`src/design/radio_packet_framer_crc16_assert.svh`:
```
// Assertion macros shared by the framer modules.
// Each macro samples on clk and is disabled while rst is high.
`ifndef RADIO_PACKET_FRAMER_CRC16_ASSERT_SVH
`define RADIO_PACKET_FRAMER_CRC16_ASSERT_SVH

// Same-cycle implication.
`define RPF_ASSERT_IMP(lbl, ante, cons, msg) \
  lbl: assert property (@(posedge clk) disable iff (rst) (ante) |-> (cons)) else $error(msg);

// Next-cycle implication.
`define RPF_ASSERT_NXT(lbl, ante, cons, msg) \
  lbl: assert property (@(posedge clk) disable iff (rst) (ante) |=> (cons)) else $error(msg);

`endif

```
`src/design/rpf_pkg.sv`:
```
// Shared constants, command type and CRC-16 byte update for the packet framer.
// No dependencies.
`default_nettype none
package rpf_pkg;

  localparam int unsigned HEADER_BYTES = 6;
  localparam int unsigned MAX_PAYLOAD  = 247;

  localparam logic [7:0]  FILL_BYTE = 8'hAA;
  localparam logic [7:0]  SYNC_HI   = 8'h2D;
  localparam logic [7:0]  SYNC_LO   = 8'hD4;
  localparam logic [7:0]  MAX_LEN   = 8'(MAX_PAYLOAD);
  localparam logic [7:0]  LEN_EXTRA = 8'(HEADER_BYTES + 2);
  localparam logic [15:0] CRC_SEED  = 16'hAAAA;
  localparam logic [15:0] CRC_POLY  = 16'hA001;

  localparam logic OP_START   = 1'b0;
  localparam logic OP_PAYLOAD = 1'b1;

  localparam int unsigned QUEUE_DEPTH = 4;
  localparam int unsigned QUEUE_AW    = $clog2(QUEUE_DEPTH);
  localparam int unsigned QUEUE_CW    = $clog2(QUEUE_DEPTH + 1);

  typedef logic [4:0] pos_t;

  localparam pos_t POS_PRE0     = 5'd0;
  localparam pos_t POS_PRE1     = 5'd1;
  localparam pos_t POS_PRE2     = 5'd2;
  localparam pos_t POS_SYNC_HI  = 5'd3;
  localparam pos_t POS_SYNC_LO  = 5'd4;
  localparam pos_t POS_LEN      = 5'd5;
  localparam pos_t POS_NODE     = 5'd6;
  localparam pos_t POS_RCPT     = 5'd7;
  localparam pos_t POS_FLAGS    = 5'd8;
  localparam pos_t POS_TYPE     = 5'd9;
  localparam pos_t POS_ID_HI    = 5'd10;
  localparam pos_t POS_ID_LO    = 5'd11;
  localparam pos_t POS_PAYLOAD  = 5'd12;
  localparam pos_t POS_CRC_HI   = 5'd13;
  localparam pos_t POS_CRC_LO   = 5'd14;
  localparam pos_t POS_LAST     = 5'd18;

  typedef struct packed {
    logic        kind;
    logic        tail;
    logic [7:0]  len_byte;
    logic [7:0]  recipient;
    logic [7:0]  frame_type;
    logic [7:0]  frame_flags;
    logic [15:0] msg_id;
    logic [7:0]  payload;
  } cmd_t;

  function automatic logic [15:0] crc_byte(input logic [15:0] crc, input logic [7:0] b);
    logic [15:0] c;
    c = crc ^ {8'h00, b};
    for (int k = 0; k < 8; k++) begin
      c = c[0] ? ((c >> 1) ^ CRC_POLY) : (c >> 1);
    end
    return c;
  endfunction

endpackage
`default_nettype wire

```
`src/design/rpf_front.sv`:
```
// Front end: accepts input transactions, tracks the open frame and builds commands.
// Depends on rpf_pkg.
`default_nettype none
module rpf_front (
  input  wire logic          clk,
  input  wire logic          rst,
  input  wire logic          in_valid,
  output logic               in_ready,
  input  wire logic          op,
  input  wire logic [39:0]   data,
  input  wire logic          queue_full,
  output logic               push,
  output rpf_pkg::cmd_t      push_cmd
);
  import rpf_pkg::*;

  logic [15:0] msg_counter;
  logic [7:0]  remaining;
  logic        frame_open;
  logic        accept;
  logic [7:0]  len_in;
  logic [7:0]  len_clamp;

  assign in_ready  = !queue_full;
  assign accept    = in_valid && in_ready;
  assign len_in    = data[31:24];
  assign len_clamp = (len_in > MAX_LEN) ? MAX_LEN : len_in;
  assign push      = accept && ((op == OP_START) || frame_open);

  always_comb begin
    push_cmd             = '0;
    push_cmd.kind        = op;
    push_cmd.recipient   = data[7:0];
    push_cmd.frame_type  = data[15:8];
    push_cmd.frame_flags = data[23:16];
    push_cmd.len_byte    = len_clamp + LEN_EXTRA;
    push_cmd.msg_id      = msg_counter + 16'd1;
    push_cmd.payload     = data[39:32];
    push_cmd.tail        = (op == OP_START) ? (len_clamp == 8'd0) : (remaining == 8'd1);
  end

  always_ff @(posedge clk) begin
    if (rst) begin
      msg_counter <= '0;
      remaining   <= '0;
      frame_open  <= 1'b0;
    end else if (accept) begin
      if (op == OP_START) begin
        msg_counter <= msg_counter + 16'd1;
        remaining   <= len_clamp;
        frame_open  <= (len_clamp != 8'd0);
      end else if (frame_open) begin
        remaining  <= remaining - 8'd1;
        frame_open <= (remaining != 8'd1);
      end
    end
  end

endmodule
`default_nettype wire

```
`src/design/rpf_queue.sv`:
```
// Command queue between the front end and the byte emitter.
// Depends on rpf_pkg and the assertion macro header.
`default_nettype none
`include "radio_packet_framer_crc16_assert.svh"
module rpf_queue (
  input  wire logic           clk,
  input  wire logic           rst,
  input  wire logic           push,
  input  wire rpf_pkg::cmd_t  push_cmd,
  output logic                full,
  input  wire logic           pop,
  output logic                head_valid,
  output rpf_pkg::cmd_t       head_cmd
);
  import rpf_pkg::*;

  cmd_t                mem [QUEUE_DEPTH];
  logic [QUEUE_AW-1:0] wr_ptr;
  logic [QUEUE_AW-1:0] rd_ptr;
  logic [QUEUE_CW-1:0] count;
  logic                do_pop;

  assign full       = (count == QUEUE_CW'(QUEUE_DEPTH));
  assign head_valid = (count != '0);
  assign head_cmd   = mem[rd_ptr];
  assign do_pop     = pop && head_valid;

  always_ff @(posedge clk) begin
    if (push) begin
      mem[wr_ptr] <= push_cmd;
    end
  end

  always_ff @(posedge clk) begin
    if (rst) begin
      wr_ptr <= '0;
      rd_ptr <= '0;
      count  <= '0;
    end else begin
      if (push) begin
        wr_ptr <= wr_ptr + 1'b1;
      end
      if (do_pop) begin
        rd_ptr <= rd_ptr + 1'b1;
      end
      count <= count + QUEUE_CW'(push) - QUEUE_CW'(do_pop);
    end
  end

  `RPF_ASSERT_IMP(a_queue_bound, 1'b1, count <= QUEUE_CW'(QUEUE_DEPTH), "queue count overflow")
  `RPF_ASSERT_NXT(a_queue_fill, push && !do_pop, count != '0, "push lost")
  `RPF_ASSERT_IMP(a_no_push_full, full, !push, "push while full")

endmodule
`default_nettype wire

```
`src/design/rpf_back.sv`:
```
// Back end: walks each command through frame byte positions, runs the CRC, drives output.
// Depends on rpf_pkg and the assertion macro header.
`default_nettype none
`include "radio_packet_framer_crc16_assert.svh"
module rpf_back (
  input  wire logic           clk,
  input  wire logic           rst,
  input  wire logic [7:0]     node_id,
  input  wire logic           head_valid,
  input  wire rpf_pkg::cmd_t  head_cmd,
  output logic                pop,
  output logic                m_axis_tvalid,
  input  wire logic           m_axis_tready,
  output logic [7:0]          m_axis_tdata,   // [7:0] tx_byte
  output logic                m_axis_tlast,
  output logic                m_axis_tuser    // [0] frame_end
);
  import rpf_pkg::*;

  logic        active;
  cmd_t        cur_cmd;
  pos_t        cur_pos;
  logic [15:0] crc;

  cmd_t        sel_cmd;
  pos_t        sel_pos;
  pos_t        pos_next;
  logic        have;
  logic        adv;
  logic        fire;
  logic        run_end;
  logic [7:0]  out_byte;
  logic [15:0] crc_in;
  logic [15:0] crc_next;

  assign have    = active || head_valid;
  assign sel_cmd = active ? cur_cmd : head_cmd;
  assign sel_pos = active ? cur_pos : ((head_cmd.kind == OP_START) ? POS_PRE0 : POS_PAYLOAD);
  assign adv     = !m_axis_tvalid || m_axis_tready;
  assign fire    = adv && have;
  assign pop     = fire && !active;

  assign run_end  = (sel_pos == POS_LAST) ||
                    (((sel_pos == POS_ID_LO) || (sel_pos == POS_PAYLOAD)) && !sel_cmd.tail);
  assign pos_next = (sel_pos == POS_ID_LO) ? POS_CRC_HI : (sel_pos + 5'd1);
  assign crc_in   = (sel_pos == POS_LEN) ? CRC_SEED : crc;
  assign crc_next = crc_byte(crc_in, out_byte);

  always_comb begin
    unique case (sel_pos)
      POS_SYNC_HI: out_byte = SYNC_HI;
      POS_SYNC_LO: out_byte = SYNC_LO;
      POS_LEN:     out_byte = sel_cmd.len_byte;
      POS_NODE:    out_byte = node_id;
      POS_RCPT:    out_byte = sel_cmd.recipient;
      POS_FLAGS:   out_byte = sel_cmd.frame_flags;
      POS_TYPE:    out_byte = sel_cmd.frame_type;
      POS_ID_HI:   out_byte = sel_cmd.msg_id[15:8];
      POS_ID_LO:   out_byte = sel_cmd.msg_id[7:0];
      POS_PAYLOAD: out_byte = sel_cmd.payload;
      POS_CRC_HI:  out_byte = crc[15:8];
      POS_CRC_LO:  out_byte = crc[7:0];
      default:     out_byte = FILL_BYTE;
    endcase
  end

  always_ff @(posedge clk) begin
    if (fire) begin
      cur_cmd      <= sel_cmd;
      cur_pos      <= pos_next;
      m_axis_tdata <= out_byte;
      m_axis_tlast <= run_end;
      m_axis_tuser <= (sel_pos == POS_LAST);
      if ((sel_pos >= POS_LEN) && (sel_pos <= POS_PAYLOAD)) begin
        crc <= crc_next;
      end
    end
  end

  always_ff @(posedge clk) begin
    if (rst) begin
      active        <= 1'b0;
      m_axis_tvalid <= 1'b0;
    end else begin
      if (adv) begin
        m_axis_tvalid <= have;
      end
      if (fire) begin
        active <= !run_end;
      end
    end
  end

  `RPF_ASSERT_IMP(a_end_is_last, m_axis_tvalid && m_axis_tuser, m_axis_tlast, "frame end not last")
  `RPF_ASSERT_IMP(a_active_pos, active, (cur_pos != POS_PRE0) && (cur_pos <= POS_LAST), "bad position")
  `RPF_ASSERT_NXT(a_run_done, fire && run_end, !active, "run did not close")

endmodule
`default_nettype wire

```
`src/design/radio_packet_framer_crc16.sv`:
```
// Radio packet framer with CRC-16: one byte per output transaction. A start transaction
// (tuser 0) yields 12 header bytes (preamble, sync, length, node, recipient, flags, type,
// message id), or 18 bytes including CRC and trailer when its length is zero. A payload
// transaction (tuser 1) yields its byte, plus CRC and four trailer bytes on the last one;
// payload with no open frame is dropped. Input is taken every cycle while the 4-entry
// command queue has room; while m_axis_tready holds, the back-end emitter produces one
// byte per cycle, so throughput is one output byte and one payload item per cycle.
// Depends on rpf_pkg, rpf_front, rpf_queue and rpf_back.
`default_nettype none
module radio_packet_framer_crc16 (
  input  wire logic        clk,
  input  wire logic        rst,
  input  wire logic        cfg_wr_en,
  input  wire logic [7:0]  cfg_wr_data,    // node_id
  input  wire logic        s_axis_tvalid,
  output logic             s_axis_tready,
  input  wire logic [39:0] s_axis_tdata,   // recipient, frame_type, frame_flags,
                                           // payload_length, payload_byte
  input  wire logic        s_axis_tuser,   // [0] operation
  output logic             m_axis_tvalid,
  input  wire logic        m_axis_tready,
  output logic [7:0]       m_axis_tdata,   // [7:0] tx_byte
  output logic             m_axis_tlast,   // run_last
  output logic             m_axis_tuser    // [0] frame_end
);
  import rpf_pkg::*;

  logic [7:0] node_id;
  logic       queue_full;
  logic       push;
  cmd_t       push_cmd;
  logic       pop;
  logic       head_valid;
  cmd_t       head_cmd;

  always_ff @(posedge clk) begin
    if (rst) begin
      node_id <= '0;
    end else if (cfg_wr_en) begin
      node_id <= cfg_wr_data;
    end
  end

  rpf_front u_front (
    .clk        (clk),
    .rst        (rst),
    .in_valid   (s_axis_tvalid),
    .in_ready   (s_axis_tready),
    .op         (s_axis_tuser),
    .data       (s_axis_tdata),
    .queue_full (queue_full),
    .push       (push),
    .push_cmd   (push_cmd)
  );

  rpf_queue u_queue (
    .clk        (clk),
    .rst        (rst),
    .push       (push),
    .push_cmd   (push_cmd),
    .full       (queue_full),
    .pop        (pop),
    .head_valid (head_valid),
    .head_cmd   (head_cmd)
  );

  rpf_back u_back (
    .clk           (clk),
    .rst           (rst),
    .node_id       (node_id),
    .head_valid    (head_valid),
    .head_cmd      (head_cmd),
    .pop           (pop),
    .m_axis_tvalid (m_axis_tvalid),
    .m_axis_tready (m_axis_tready),
    .m_axis_tdata  (m_axis_tdata),
    .m_axis_tlast  (m_axis_tlast),
    .m_axis_tuser  (m_axis_tuser)
  );

endmodule
`default_nettype wire

```
`config.mk`:
```
export PLATFORM = sky130hd
export DESIGN_NAME = radio_packet_framer_crc16
export DESIGN_NICKNAME = d
export VERILOG_FILES = /design/src/design/rpf_pkg.sv /design/src/design/rpf_front.sv /design/src/design/rpf_queue.sv /design/src/design/rpf_back.sv /design/src/design/radio_packet_framer_crc16.sv
export VERILOG_INCLUDE_DIRS = /design/src /design/src/design
export SDC_FILE = /design/constraint.sdc
export NUM_CORES = 1
export LEC_CHECK = 0
export ABC_AREA = 1
export ABC_CLOCK_PERIOD_IN_PS = 5830
export BUFFER_PORTS_ARGS = -buffer_cell sky130_fd_sc_hd__buf_2
export CAP_MARGIN = 40
export CORE_ASPECT_RATIO = 1.4
export CORE_MARGIN = 5
export CORE_UTILIZATION = 47
export CTS_CLUSTER_DIAMETER = 60
export CTS_CLUSTER_SIZE = 24
export DETAILED_ROUTE_END_ITERATION = 10
export PLACE_DENSITY_LB_ADDON = 0.12
export SLEW_MARGIN = 20
export SYNTH_ARGS = -nofsm -noshare
export SYNTH_HDL_FRONTEND = slang
export SYNTH_HIERARCHICAL = 1
export SYNTH_SLANG_ARGS = --single-unit
```
`constraint.sdc`:
```
create_clock -name clk -period 5.83 [get_ports clk]
set_input_delay 0.2915 -clock clk [delete_from_list [all_inputs] [get_ports clk]]
set_output_delay 0.2915 -clock clk [all_outputs]
set_load 0.02 [all_outputs]
```
Yosys cells after proc, flatten, opt, wreduce, memory -nomap -nowiden:

Memories as Yosys holds them, arrays and structs flattened. A register that Yosys moved wholly into a read port is not among the register bits.
Cells that the tools add are included.

* bits in registers: 130
* memory bits (writable): 232
* input bits: 54
* memories kept: 1

Memories
* u_queue.mem: depth 4, width 58, read ports 1, clocked after memory_dff 1, write ports 1, line rpf_queue.sv:17 `cmd_t mem [QUEUE_DEPTH];`

* $add $sub $neg: 8
* order comparisons: 3
* equality and inequality tests: 17
* mux-type cells: 23
* bitwise gates (word level): 10
* reduce and logical (&&, ||, !) cells: 23

Operators with widths (number)
* $mux 16: 8
* $pmux 8 s12: 1
* $mux 57: 1
* $eq 5x4->1 const B: 7
* $mux 8: 3
* $not 2->3: 8
* $eq 5x3->1 const B: 4
* $add 16x1->16 const B: 1
* $xor 16x8->16: 1
* $mux 14: 1
* $add 8x4->8 const B: 1
* $eq 8x1->1 const B: 1
* $gt 8x8->1 const B: 1
* $logic_not 8->1: 1
* $ne 8x1->1 const B: 1
* $reduce_bool 8->1: 1
* $sub 8x1->8 const B: 1
* $logic_and 1x1->1: 7
* $reduce_and 2->1: 3
* $add 5x1->5 const B: 1
* $eq 5x2->1 const B: 1
* $eq 5x5->1 const B: 1
* $ge 5x3->1 const B: 1
* $le 5x4->1 const B: 1
* 13 further kinds: 27

Depth between registers and ports, before layout:

* depth in word-level cells: 21
* depth in mapped cells: 26
* mapped depth without buffers: 24

Modules after synthesis:

The synthesis kept the hierarchy.

Modules (own cells, without submodules)
* rpf_queue: times used 1, cells an instance 623, area an instance 9133.8 sq um, seq. area each 7146.9 sq um
* rpf_back: times used 1, cells an instance 645, area an instance 5178.7 sq um, seq. area each 2682.6 sq um
* rpf_front: times used 1, cells an instance 314, area an instance 1989.4 sq um, seq. area each 500.5 sq um
* radio_packet_framer_crc16: times used 1, cells an instance 51, area an instance 341.6 sq um, seq. area each 160.2 sq um

Worst setup path after synthesis:

Ideal clock, no wire load.

* kind: register to register
* from: reg u_back.active
* to: reg u_back.crc[0] (enable)
* setup time: 389 ps
* arrival: 5548 ps
* required time: 5441 ps
* slack: -106 ps
* stages on the path, launching flop included: 8
* period minus slack after synthesis: 5936 ps
* cells stage by stage: dfxtp_1 -> buf_6 -> buf_2 -> buf_1 -> nor2_1 -> nor2_1 -> o21ai_0 -> nor2_1

RTL lines
* from (decl): line rpf_back.sv:20 `logic active;`
* from (signal assigned): line rpf_back.sv:89 `active <= !run_end;`
* $logic_or 1x1->1: line rpf_back.sv:36 `assign have = active || head_valid;`
* $logic_and 1x1->1: line rpf_back.sv:40 `assign fire = adv && have;`
* net u_back.fire: line rpf_back.sv:30 `logic fire;`
* $reduce_and 2->1 (no source line)
* to (signal assigned): line rpf_back.sv:75 `crc <= crc_next;`
* to (decl): line rpf_back.sv:23 `logic [15:0] crc;`

The timed path passes the listed nets, and every way through them passes these cells.
A chain may end at the register's enable or synchronous reset.

==> results_dict.tcl <==
set metrics [dict create \
    peakVddDrop_mv 0.4781 \
    portBuffers 65 \
    grt_pass1_wl_microns 63760 \
    p_leak_nw 7.412 \
    rr_endpoint "u_back/crc[0]$_DFFE_PP_" \
    cp_top_family "simple AND/OR/NAND/NOR gates" \
    maxSlewViolCount 0 \
    ctsResizeCount 0 \
    die_y_microns 232.7 \
    clkTransAtPathRegs_ns 0.09 \
    rsz0062_at_grt "no" \
    tritoncts "built" \
    clock_latency_ns 0.59 \
    area_growth_syn_to_layout_pct 11.65 \
    crit_type "reg -> reg" \
    maxCapViolCount 0 \
    crit_path_frequent_cell "nand2_1" \
    die_w_microns 169.0 \
    root_buffer "clkbuf_16" \
    die_area_sq_um 39330 \
    synth_flop_cell "edfxtp_1" \
    overflow 0 \
    drive_gt1_share_pct 13.02 \
    finalInstanceArea_sq_um 18580 \
    n_antenna_cell 0 \
    ys_warn_count 6 \
    clockBufferDepth 3 \
    path_buf_inv 3 \
    hold_path_class "in -> reg" \
    cts_sinks 364 \
    synth_area_sq_um 16640 \
    globalplace.congestion 0.9265 \
    cp_slowest_cell "buf_4" \
    grt_pass1_vias 11460 \
    avgSynthCellArea_sq_um 10.19 \
    synthCells 1633 \
    hold_buffers 41 \
    synthArstFlopShare_pct 0 \
    yosys_register_bits 364 \
    synth_edf_count 320 \
    cp_max_fo 78 \
    ys_types 48 \
    io_pins 66 \
    required_ns 6.17 \
    drt_wl_total_microns 40930 \
    syn_nets 1698 \
    holdCritStartpoint "s_axis_tdata[24]" \
    worstSetupStartpointType "flip-flop" \
    initial_utilization_pct 47.60 \
    power_mw 9.396 \
    critPathCaptureType "flip-flop" \
    fin_crit_ns 3.840 \
    fin_nets 1755 \
    drtIter0Drc 790 \
    synth_sequential_area_ratio_pct 63.03 \
    crit_chain "buf_4, o21ai_0, o22ai_1, nand2_1, nand2_1, nand3_1, nand2_1, inv_1, nand2_1, nor2_1, nand3_2, nand2_1, nand2_1, nand2_1, nand3_1, nand2_1, inv_1, nand2_2, nand2_2, nand2_1, nand3_1, nand2_1" \
    finalSetupViolCount 0 \
    first_pass_iters 6 \
    stdcell_count 2169 \
    max_slew_margin_pct 46.28 \
    reg2reg_slack_ns 1.99 \
    ant_nets 0 \
    grtUsageTotal_pct 20.66 \
    num_rows 81 \
    cts_buffers 29 \
    num_vias 11510 \
    wl_per_cell_microns 18.87 \
    fin_worst_skew_ns 0.02333 \
    hold_viol 0 \
    final_core_util_pct 53.15 \
    placed_cells 2072 \
    min_to "u_queue/mem[0][48]$_DFFE_PP_" \
    place_area_sq_um 17030 \
    antenna_found_initial 0 \
    dp_hpwl_microns 27510 \
    hold_depth 3 \
    core_sq_um 34960 \
    htree_levels 1 \
    tightest_slew_ns 0.8047 \
    cp.arrival_ns 4.18 \
    status "completed" \
    tns_ns 0 \
    period_share_pct 65.86 \
    max_freq_ghz 0.2604 \
    max_stage_delay_ns 0.67 \
    route.detailed.drc 0 \
    viasPerCell 5.308 \
    pwr_density_cell_nw_per_um2 505.6 \
    rr_worst_depth 22 \
    grt_max_degree 117 \
    post_cts_buffers 0 \
]
routing by layer:
metal	GRT usage, %	vias up	wire length [microns]
met5	0	-	0
met4	7.576	0	1366
met3	2.957	71	1918
met2	36.37	280	20740
met1	25.94	5529	16910
li1	-	5634	-
where the power goes:
| group | internal [mW] | switching (mW) |
|---|---|---|
| clock | 1.06 | 1.11 |
| sequential | 3.67 | 0.270 |
| combinational | 0.929 | 2.35 |
logic make-up after synthesis:
kind of cell	after synthesis	share of synthesized area (%)
flip-flops	364	63.03
buffers and inverters	222	6.991
AO/OA/AOI/OAI	242	7.999
AND/OR/NAND/NOR	776	20.16
XOR/XNOR	18	0.9473
adder cells (fa/ha/maj)	11	0.8721
tightest hold or removal path: stages:
cell	delay, ns
buf_2	0.07
inv_1	0.03
nand2_1	0.12
stage by stage:
| stage | hold WS, ns | setup slack, ns |
|---|---|---|
| final | 0.06071 | 1.990 |
| after global routing | 0.08828 | 1.682 |
| after CTS | 0.05296 | 1.961 |
| after detailed placement | 0.4753 | 2.010 |
| after global placement | 0.4625 | 2.107 |
| after floorplan | 0.3606 | 1.222 |
cells in the mapped netlist (6+ instances only):
cell type	instances	area, sq um
edfxtp_1	320	9609
nand2_1	403	1513
inv_2	8	30.03
nand2_2	18	112.6
xor2_1	15	131.4
dfxtp_1	44	880.8
a21oi_1	33	165.2
o21ai_0	129	645.6
nand4_1	22	137.6
or2_2	6	37.54
o22ai_1	57	356.6
ha_1	10	125.1
clkbuf_1	10	37.54
buf_2	21	105.1
o21ai_1	11	55.05
nand3_1	85	425.4
clkbuf_4	7	52.55
nor2_2	26	162.7
inv_1	116	435.4
buf_4	39	292.8
buf_6	11	123.9
nor2_1	190	713.2
cell type report:
| cell class | count | area, sq um |
|---|---|---|
| Sequential cell | 364 | 10500 |
| Clock inverter | 22 | 355.3 |
| Tap cell | 456 | 570.5 |
| Timing Repair Buffer | 123 | 952.2 |
| Inverter | 125 | 474.2 |
| Fill cell | 3101 | 16380 |
| Multi-Input combinational cell | 1047 | 4997 |
| Clock buffer | 32 | 737.0 |
state kept, by name (all words and copies together) (netlist names), named ones only:
register,flops
u_back/active,1
u_queue/mem,232
u_back/m_axis_tdata,8
u_front/msg_counter,16
node_id,8
u_back/m_axis_tuser,1
u_back/cur_pos,5
u_queue/count,3
u_back/cur_cmd,57
u_back/m_axis_tlast,1
u_back/m_axis_tvalid,1
u_front/remaining,8
u_back/crc,16
u_front/frame_open,1
u_queue/wr_ptr,2
u_queue/rd_ptr,2
how the worst max path moves through the flow:
stage | cells past startpoint | slack (ns) | start | end
4_1_cts | 21 | 1.96 | flip-flop | u_back/crc[0]$_DFFE_PP_
2_1_floorplan | 7 | 1.22 | u_back/active$_SDFFE_PP0P_ | u_back/crc[0]$_DFFE_PP_
6_report | 22 | 1.99 | flip-flop | u_back/crc[0]$_DFFE_PP_
3_3_place_gp | 22 | 2.11 | flip-flop | u_back/crc[0]$_DFFE_PP_
3_5_place_dp | 21 | 2.01 | flip-flop | u_back/crc[0]$_DFFE_PP_
5_1_grt | 22 | 1.68 | flip-flop | u_back/crc[0]$_DFFE_PP_
layout by cell type (no fill, tap or decap), types with 12 or more instances in the layout:
cell and instances:
nand2_1 403, edfxtp_1 320, nor2_1 189, o21ai_0 129, inv_1 112, nand3_1 85, buf_2 65, o22ai_1 57
dlygate4sd3_1 41, dfxtp_1 41, a21oi_1 33, clkbuf_16 29, nor2_2 26, nand4_1 22, nand2_2 18, xor2_1 15
inv_2 12
Note: power is estimated with default switching activity, not from simulation.
